File: src/rtl/core/owm_pkg.sv
// Package for the one-wire bus master core: command codes, queue entry types,
// slot timing constants and default sizes. No dependencies.
`default_nettype none

package owm_pkg;

    typedef enum logic [1:0] {
        OP_TICK  = 2'd0,
        OP_RESET = 2'd1,
        OP_WRITE = 2'd2,
        OP_READ  = 2'd3
    } op_t;

    // classified tick waiting for the engine
    typedef struct packed {
        logic       is_cmd;
        op_t        op;
        logic [7:0] data;
        logic       line;
    } cmd_item_t;

    typedef struct packed {
        logic       drive_low;
        logic       busy;
        logic       done;
        logic       presence;
        logic [7:0] read_data;
        logic       rejected;
    } result_t;

    localparam int CMD_ITEM_W = $bits(cmd_item_t);
    localparam int RESULT_W   = $bits(result_t);

    localparam int CMD_DEPTH_DEFAULT = 4;
    localparam int RES_DEPTH_DEFAULT = 4;

    localparam logic [7:0] TPU_RESET = 8'd50;

    // segment lengths in microseconds
    localparam logic [8:0] T_RST_LOW  = 9'd480;
    localparam logic [8:0] T_RST_WAIT = 9'd70;
    localparam logic [8:0] T_RST_REC  = 9'd410;
    localparam logic [8:0] T_W1_LOW   = 9'd6;
    localparam logic [8:0] T_W1_REL   = 9'd64;
    localparam logic [8:0] T_W0_LOW   = 9'd60;
    localparam logic [8:0] T_W0_REL   = 9'd10;
    localparam logic [8:0] T_RD_LOW   = 9'd6;
    localparam logic [8:0] T_RD_WAIT  = 9'd9;
    localparam logic [8:0] T_RD_REC   = 9'd55;
    localparam logic [8:0] T_UNUSED   = 9'd1;

    localparam logic [2:0] LAST_BIT = 3'd7;

endpackage

`default_nettype wire

File: src/rtl/core/one_wire_bus_master_core.sv
// One-wire bus master core, standard speed. With both queues drained, an accepted tick
// passes from the command queue to the engine, whose result is written into the result queue.
// Throughput: one tick per cycle, set by the engine advancing one tick per cycle while
// the result queue has room. Queues on both sides let input and output stall independently.
// Reset (rst_n low, async) empties both queues, idles the engine and sets
// ticks_per_microsecond to 50. Depends on owm_pkg, owm_front, owm_engine, owm_fifo.
`default_nettype none

module one_wire_bus_master_core #(
    parameter int CMD_DEPTH = owm_pkg::CMD_DEPTH_DEFAULT,
    parameter int RES_DEPTH = owm_pkg::RES_DEPTH_DEFAULT
) (
    input  wire logic       clk,
    input  wire logic       rst_n,
    input  wire logic       push,
    output logic            full,
    input  wire logic [1:0] operation,
    input  wire logic [7:0] write_data,
    input  wire logic       line_sample,
    output logic            empty,
    input  wire logic       pop,
    output logic            drive_low,
    output logic            busy_res,
    output logic            done_res,
    output logic            presence,
    output logic [7:0]      read_data,
    output logic            rejected,
    input  wire logic       cfg_valid,
    output logic            cfg_ready,
    input  wire logic [7:0] cfg_data
);

    import owm_pkg::*;

    logic                  cmd_valid;
    cmd_item_t             cmd_item;
    logic                  cmd_pop;
    logic                  res_full;
    logic                  res_push;
    result_t               res_in;
    logic [RESULT_W-1:0]   res_out;
    result_t               res_view;

    owm_front #(
        .DEPTH (CMD_DEPTH)
    ) u_front (
        .clk         (clk),
        .rst_n       (rst_n),
        .push        (push),
        .full        (full),
        .operation   (operation),
        .write_data  (write_data),
        .line_sample (line_sample),
        .cmd_valid   (cmd_valid),
        .cmd_item    (cmd_item),
        .cmd_pop     (cmd_pop)
    );

    owm_engine u_engine (
        .clk       (clk),
        .rst_n     (rst_n),
        .cfg_valid (cfg_valid),
        .cfg_ready (cfg_ready),
        .cfg_data  (cfg_data),
        .cmd_valid (cmd_valid),
        .cmd_item  (cmd_item),
        .cmd_pop   (cmd_pop),
        .res_full  (res_full),
        .res_push  (res_push),
        .res_data  (res_in)
    );

    owm_fifo #(
        .WIDTH (RESULT_W),
        .DEPTH (RES_DEPTH)
    ) u_res_q (
        .clk     (clk),
        .rst_n   (rst_n),
        .wr_en   (res_push),
        .wr_data (res_in),
        .full    (res_full),
        .rd_en   (pop),
        .rd_data (res_out),
        .empty   (empty)
    );

    assign res_view  = result_t'(res_out);
    assign drive_low = res_view.drive_low;
    assign busy_res  = res_view.busy;
    assign done_res  = res_view.done;
    assign presence  = res_view.presence;
    assign read_data = res_view.read_data;
    assign rejected  = res_view.rejected;

endmodule

`default_nettype wire

File: src/rtl/core/owm_fifo.sv
// Small register-based FIFO with count, full and empty flags.
// Standalone; used for the command queue and the result queue.
`default_nettype none

module owm_fifo #(
    parameter int WIDTH = 8,
    parameter int DEPTH = 4
) (
    input  wire logic             clk,
    input  wire logic             rst_n,
    input  wire logic             wr_en,
    input  wire logic [WIDTH-1:0] wr_data,
    output logic                  full,
    input  wire logic             rd_en,
    output logic [WIDTH-1:0]      rd_data,
    output logic                  empty
);

    localparam int IdxW = (DEPTH > 1) ? $clog2(DEPTH) : 1;
    localparam int CntW = $clog2(DEPTH + 1);

    logic [WIDTH-1:0] mem_reg [DEPTH];
    logic [IdxW-1:0]  wr_ptr_reg;
    logic [IdxW-1:0]  rd_ptr_reg;
    logic [CntW-1:0]  count_reg;
    logic             do_wr;
    logic             do_rd;

    assign full    = (count_reg == CntW'(DEPTH));
    assign empty   = (count_reg == '0);
    assign do_wr   = wr_en && !full;
    assign do_rd   = rd_en && !empty;
    assign rd_data = mem_reg[rd_ptr_reg];

    always_ff @(posedge clk or negedge rst_n)
    begin
        if (!rst_n)
        begin
            wr_ptr_reg <= '0;
            rd_ptr_reg <= '0;
            count_reg  <= '0;
        end
        else
        begin
            if (do_wr)
            begin
                wr_ptr_reg <= (wr_ptr_reg == IdxW'(DEPTH - 1)) ? '0 : wr_ptr_reg + 1'b1;
            end
            if (do_rd)
            begin
                rd_ptr_reg <= (rd_ptr_reg == IdxW'(DEPTH - 1)) ? '0 : rd_ptr_reg + 1'b1;
            end
            if (do_wr && !do_rd)
            begin
                count_reg <= count_reg + 1'b1;
            end
            else if (do_rd && !do_wr)
            begin
                count_reg <= count_reg - 1'b1;
            end
        end
    end

    always_ff @(posedge clk)
    begin
        if (do_wr)
        begin
            mem_reg[wr_ptr_reg] <= wr_data;
        end
    end

endmodule

`default_nettype wire

File: src/rtl/core/owm_front.sv
// Front end: takes each tick, decodes the operation field and queues it
// for the engine. Depends on owm_pkg and owm_fifo.
`default_nettype none

module owm_front #(
    parameter int DEPTH = 4
) (
    input  wire logic               clk,
    input  wire logic               rst_n,
    input  wire logic               push,
    output logic                    full,
    input  wire logic [1:0]         operation,
    input  wire logic [7:0]         write_data,
    input  wire logic               line_sample,
    output logic                    cmd_valid,
    output owm_pkg::cmd_item_t      cmd_item,
    input  wire logic               cmd_pop
);

    import owm_pkg::*;

    cmd_item_t               in_item;
    logic [CMD_ITEM_W-1:0]   q_out;
    logic                    q_empty;

    always_comb
    begin
        in_item.op     = op_t'(operation);
        in_item.is_cmd = (op_t'(operation) != OP_TICK);
        in_item.data   = write_data;
        in_item.line   = line_sample;
    end

    owm_fifo #(
        .WIDTH (CMD_ITEM_W),
        .DEPTH (DEPTH)
    ) u_cmd_q (
        .clk     (clk),
        .rst_n   (rst_n),
        .wr_en   (push),
        .wr_data (in_item),
        .full    (full),
        .rd_en   (cmd_pop),
        .rd_data (q_out),
        .empty   (q_empty)
    );

    assign cmd_valid = !q_empty;
    assign cmd_item  = cmd_item_t'(q_out);

endmodule

`default_nettype wire

File: src/rtl/core/owm_engine.sv
// Back end: bus timing engine. One queued tick per cycle advances the prescaler,
// slot sequencer and shift register when the result queue has room. Depends on owm_pkg.
`default_nettype none

module owm_engine (
    input  wire logic               clk,
    input  wire logic               rst_n,
    input  wire logic               cfg_valid,
    output logic                    cfg_ready,
    input  wire logic [7:0]         cfg_data,
    input  wire logic               cmd_valid,
    input  wire owm_pkg::cmd_item_t cmd_item,
    output logic                    cmd_pop,
    input  wire logic               res_full,
    output logic                    res_push,
    output owm_pkg::result_t        res_data
);

    import owm_pkg::*;

    typedef enum logic [3:0] {
        PH_IDLE     = 4'd0,
        PH_RST_LOW  = 4'd1,
        PH_RST_WAIT = 4'd2,
        PH_RST_REC  = 4'd3,
        PH_WR_LOW   = 4'd4,
        PH_WR_REL   = 4'd5,
        PH_RD_LOW   = 4'd6,
        PH_RD_WAIT  = 4'd7,
        PH_RD_REC   = 4'd8
    } phase_t;

    phase_t      phase_reg, phase_next;
    logic [8:0]  us_reg, us_next;
    logic [7:0]  pre_reg, pre_next;
    logic [2:0]  bit_reg, bit_next;
    logic [7:0]  shift_reg, shift_next;
    logic        presence_reg, presence_next;
    logic [7:0]  last_read_reg, last_read_next;
    logic [7:0]  tpu_reg;
    logic        done;
    logic        rej;
    logic        fire;
    logic [8:0]  seg_len;
    logic [8:0]  us_inc;

    assign cfg_ready = 1'b1;
    assign fire      = cmd_valid && !res_full;
    assign cmd_pop   = fire;
    assign res_push  = fire;
    assign us_inc    = us_reg + 9'd1;

    always_comb
    begin
        case (phase_reg)
            PH_RST_LOW:  seg_len = T_RST_LOW;
            PH_RST_WAIT: seg_len = T_RST_WAIT;
            PH_RST_REC:  seg_len = T_RST_REC;
            PH_WR_LOW:   seg_len = shift_reg[0] ? T_W1_LOW : T_W0_LOW;
            PH_WR_REL:   seg_len = shift_reg[0] ? T_W1_REL : T_W0_REL;
            PH_RD_LOW:   seg_len = T_RD_LOW;
            PH_RD_WAIT:  seg_len = T_RD_WAIT;
            PH_RD_REC:   seg_len = T_RD_REC;
            default:     seg_len = T_UNUSED;
        endcase
    end

    always_comb
    begin
        phase_next     = phase_reg;
        us_next        = us_reg;
        pre_next       = pre_reg;
        bit_next       = bit_reg;
        shift_next     = shift_reg;
        presence_next  = presence_reg;
        last_read_next = last_read_reg;
        done           = 1'b0;
        rej            = 1'b0;

        if (phase_reg != PH_IDLE)
        begin
            rej = cmd_item.is_cmd;
            if (pre_reg == tpu_reg - 8'd1)
            begin
                pre_next = '0;
                us_next  = us_inc;
                if (us_inc >= seg_len)
                begin
                    us_next = '0;
                    case (phase_reg)
                        PH_RST_LOW:
                        begin
                            phase_next = PH_RST_WAIT;
                        end
                        PH_RST_WAIT:
                        begin
                            presence_next = !cmd_item.line;
                            phase_next    = PH_RST_REC;
                        end
                        PH_RST_REC:
                        begin
                            phase_next = PH_IDLE;
                            done       = 1'b1;
                        end
                        PH_WR_LOW:
                        begin
                            phase_next = PH_WR_REL;
                        end
                        PH_WR_REL:
                        begin
                            shift_next = shift_reg >> 1;
                            if (bit_reg == LAST_BIT)
                            begin
                                bit_next   = '0;
                                phase_next = PH_IDLE;
                                done       = 1'b1;
                            end
                            else
                            begin
                                bit_next   = bit_reg + 3'd1;
                                phase_next = PH_WR_LOW;
                            end
                        end
                        PH_RD_LOW:
                        begin
                            phase_next = PH_RD_WAIT;
                        end
                        PH_RD_WAIT:
                        begin
                            if (cmd_item.line)
                            begin
                                shift_next[bit_reg] = 1'b1;
                            end
                            phase_next = PH_RD_REC;
                        end
                        PH_RD_REC:
                        begin
                            if (bit_reg == LAST_BIT)
                            begin
                                bit_next       = '0;
                                last_read_next = shift_reg;
                                phase_next     = PH_IDLE;
                                done           = 1'b1;
                            end
                            else
                            begin
                                bit_next   = bit_reg + 3'd1;
                                phase_next = PH_RD_LOW;
                            end
                        end
                        default:
                        begin
                            phase_next = PH_IDLE;
                        end
                    endcase
                end
            end
            else
            begin
                pre_next = pre_reg + 8'd1;
            end
        end
        else if (cmd_item.is_cmd)
        begin
            us_next  = '0;
            pre_next = '0;
            bit_next = '0;
            case (cmd_item.op)
                OP_RESET:
                begin
                    presence_next = 1'b0;
                    phase_next    = PH_RST_LOW;
                end
                OP_WRITE:
                begin
                    shift_next = cmd_item.data;
                    phase_next = PH_WR_LOW;
                end
                default:
                begin
                    shift_next = '0;
                    phase_next = PH_RD_LOW;
                end
            endcase
        end
    end

    always_ff @(posedge clk or negedge rst_n)
    begin
        if (!rst_n)
        begin
            phase_reg     <= PH_IDLE;
            us_reg        <= '0;
            pre_reg       <= '0;
            bit_reg       <= '0;
            shift_reg     <= '0;
            presence_reg  <= 1'b0;
            last_read_reg <= '0;
            tpu_reg       <= TPU_RESET;
        end
        else
        begin
            if (cfg_valid && cfg_ready)
            begin
                tpu_reg <= cfg_data;
            end
            if (fire)
            begin
                phase_reg     <= phase_next;
                us_reg        <= us_next;
                pre_reg       <= pre_next;
                bit_reg       <= bit_next;
                shift_reg     <= shift_next;
                presence_reg  <= presence_next;
                last_read_reg <= last_read_next;
            end
        end
    end

    always_comb
    begin
        res_data.drive_low = (phase_next inside {PH_RST_LOW, PH_WR_LOW, PH_RD_LOW});
        res_data.busy      = (phase_next != PH_IDLE);
        res_data.done      = done;
        res_data.presence  = presence_next;
        res_data.read_data = last_read_next;
        res_data.rejected  = rej;
    end

endmodule

`default_nettype wire

File: config.mk
export PLATFORM = sky130hd
export DESIGN_NAME = one_wire_bus_master_core
export DESIGN_NICKNAME = d
export VERILOG_FILES = /design/src/rtl/core/owm_pkg.sv /design/src/rtl/core/one_wire_bus_master_core.sv /design/src/rtl/core/owm_fifo.sv /design/src/rtl/core/owm_front.sv /design/src/rtl/core/owm_engine.sv
export SDC_FILE = /design/constraint.sdc
export NUM_CORES = 1
export LEC_CHECK = 0
export BUFFER_PORTS_ARGS = -buffer_cell sky130_fd_sc_hd__buf_4
export CORE_UTILIZATION = 55
export DETAILED_ROUTE_END_ITERATION = 8
export GPL_TIMING_DRIVEN = 1
export PLACE_DENSITY = 0.77
export SYNTH_ARGS = -nofsm -noshare
export SYNTH_HDL_FRONTEND = slang
export SYNTH_SLANG_ARGS = --single-unit
File: constraint.sdc
create_clock -name clk -period 3.6 [get_ports clk]
set_input_delay 0.72 -clock clk [delete_from_list [all_inputs] [get_ports clk]]
set_output_delay 0.72 -clock clk [all_outputs]
set_load 0.1 [all_outputs]
==> impl_metrics.toml <==
[critical_path]
reg2reg_to = "u_res_q.mem_reg[3][4]"
timing.rr.start = "u_engine.us_reg[2]"
worstPathMaxFanout = 10
r2r_slack_ns = 0.25
cp-start-kind = "flip-flop"
crit_type = "reg -> reg"
worstPathArrival_ns = 3.51
crit_path_end_kind = "flip-flop"
reg2regPathDepth = 11
worstPathRequired_ns = 3.76

[layout]
stdcell_area_um2 = 9021
layout.nets = 695
synthToLayoutAreaGrowth_pct = 14.83
layout-drive-gt1-share_pct = 25.42
antenna_cells = 0
largest_register_ffs = 52

[timing]
slew_headroom_pct = 43.30
tightest_slew_ns = 0.8505
whs_ns = 0.3918
hold_viol_final = 0
period_minus_slack_ns = 3.349
skew_ns = 0.009632
timing.final.crit_share_pct = 93.02
slew_viol_final = 0
setup_viol_count_final = 0
fmax_ghz = 0.2986

[place]
numPortBuffers = 38
place_congestion = 0.8937
place_area_um2 = 8404
dp_hpwl_um = 9818

[routing]
antenna_left = 0
drt_iter0_markers = 325
via_per_inst = 5.789
wl_um = 14440
drcViolationCount = 0
vias = 4822
wl_per_cell_um = 17.33
dr.pass1.iters = 4

[synth]
synth_edf_count = 100
netlist_area_um2 = 7856
async_reset_ff_share_pct = 38.65
synth_nets = 645
yosysWarningCount = 0
synth-main-ff-cell = "edfxtp_1"
netlist-cell-type-count = 65
synth.avg_cell_area_um2 = 13.32
synth_seq_cells = 163
ys_seq_area_share_pct = 58.34
syn_inst = 590

[grt]
grt_pass1_vias = 4933
antenna_found_initial = 0
grt_remaining_overflow = 0
grt_max_degree = 64
grt_usage_pct = 21.84
grt_pass1_wl_um = 24290

[clocking]
clk_pin_slew_ns = 0.06
cts_num_sinks = 163
clockBufferDepth = 2
cts_tree = "yes"
cts_hold_buffers = 0
cts_buffers = 17
post_cts_resized = 0
post_cts_buffers = 0
clock_latency_ns = 0.42
cts_max_level = 4
cts_root_buf = "clkbuf_16"

[power]
irDropWorstVdd_mv = 0.4579
p_leak_nw = 3.632
p_per_area_nw_per_um2 = 886.0

[floorplan]
die_w_um = 121.5
dieArea_um2 = 14770
ios = 40
coreArea_um2 = 13880
dieHeight_um = 121.5
initial_core_util_pct = 56.60
std_cell_rows = 43

[job]
max-cap-violations = 0

[status]
status = "finished clean"

[min_path]
hold_path_class = "in -> async"
[synth_stat cells (all sizes together), types with 2 or more instances]
master	instances	share of area, %
and2	10	0.80
dfrtp	60	19
fa	2	0.51
buf	5	0.49
a2111oi	2	0.22
xor2	15	1.7
a31oi	9	0.72
nand3	19	1.4
a21o	8	0.76
dfstp	3	1.0
clkbuf	20	0.96
a21oi	22	1.6
ha	29	4.6
and3	5	0.40
o21ai	33	2.1
inv	24	1.1
a41o	4	0.51
a211o	2	0.22
nor3	16	1.2
nor2	38	1.9
xnor2	12	1.3
mux4	25	7.2
edfxtp	100	38
nor2b	8	0.64
o31ai	2	0.19
or3	2	0.16
mux2i	4	0.51
o31a	2	0.22
nand4	7	0.56
nand2	37	1.8
nor4	3	0.51
or2	2	0.16
nand2b	9	0.72
mux2	32	4.6
[critical path, stage by stage, from the launching register on]
cell,delay (ns)
dfrtp_1,0.43
and3_1,0.21
and3_1,0.25
nand3_1,0.14
xnor2_2,0.17
ha_1,0.30
nand4_1,0.11
o31a_1,0.33
or2_4,0.28
buf_4,0.19
nor2_4,0.27
mux2_2,0.41
[cells by family after synthesis]
| kind of cell | Yosys count | share of synthesized area (%) |
|---|---|---|
| buffers and inverters | 49 | 2.596 |
| and+or+nand+nor | 159 | 10.45 |
| xor gates and xnor gates | 27 | 3.010 |
| muxes | 61 | 12.26 |
| adders and majority gates | 31 | 5.128 |
| other | 1 | 0.04773 |
| DFF | 163 | 58.34 |
| AOI/OAI and AO/OA | 99 | 8.171 |
[placed cells by master (no fill, tap or decap), types with 14 or more instances in the layout]
master     netlist  final
mux2_2          31     31
nor2_1          37     36
o21ai_0         33     33
nand3_1         18     18
xor2_1          15     15
dfrtp_1         60     59
a21oi_1         20     20
ha_1            29     28
nor3_1          15     14
mux4_2          25     25
edfxtp_1       100    100
buf_4            1     56
clkbuf_16        0     17
inv_1           24     24
nand2_1         37     37
[final cells by class]
type                            count  area (um2)
Fill cell                        1035        4860
Sequential cell                   163        4584
Multi-Input combinational cell    378        3122
Clock buffer                       21       460.4
Timing Repair Buffer               56       420.4
Tap cell                          180       225.2
Clock inverter                     11       118.9
Inverter                           24       90.09
[power by group]
group | switching, W | internal (W)
clock network | 0.000743 | 0.00101
registers | 0.000424 | 0.00257
logic | 0.00211 | 0.00114
total | 0.00327 | 0.00472
[metal layers]
metal  vias up  track usage (%)  routed length [um]
met5         -                0                   0
met2       106            34.91                7132
met4         0            9.259                 218
met1      2389            29.30                6564
li1       2308                -                   -
met3        19            4.276                 524
[stage by stage]
stage	setup WS (ns)	utilization [%]	total power (W)	instances	TNS [ns]
final	0.2514	64.99	0.007993	833	0
after global routing	-0.003480	64.99	0.008450	833	-0.01320
after CTS	0.02961	64.72	0.008042	833	0
after detailed placement	0.003562	60.55	0.006272	801	0
after global placement	0.1936	60.55	0.006139	801	0
after floorplan	0.04595	-	0.005447	590	0
[worst max-delay path by stage]
stage	endpoint	depth (start not counted)	startpoint
2_1_floorplan	u_res_q.mem_reg[0][12]	16	u_engine.phase_reg[3]
3_3_place_gp	u_res_q.mem_reg[0][12]	14	u_engine.us_reg[0]
3_5_place_dp	u_res_q.mem_reg[0][12]	14	u_engine.us_reg[0]
4_1_cts	u_res_q.mem_reg[2][12]	14	u_engine.us_reg[0]
5_1_grt	u_res_q.mem_reg[2][12]	14	u_engine.us_reg[2]
6_report	u_res_q.mem_reg[3][4]	11	u_engine.us_reg[2]
No activity file was read; power rests on OpenSTA's default activity.
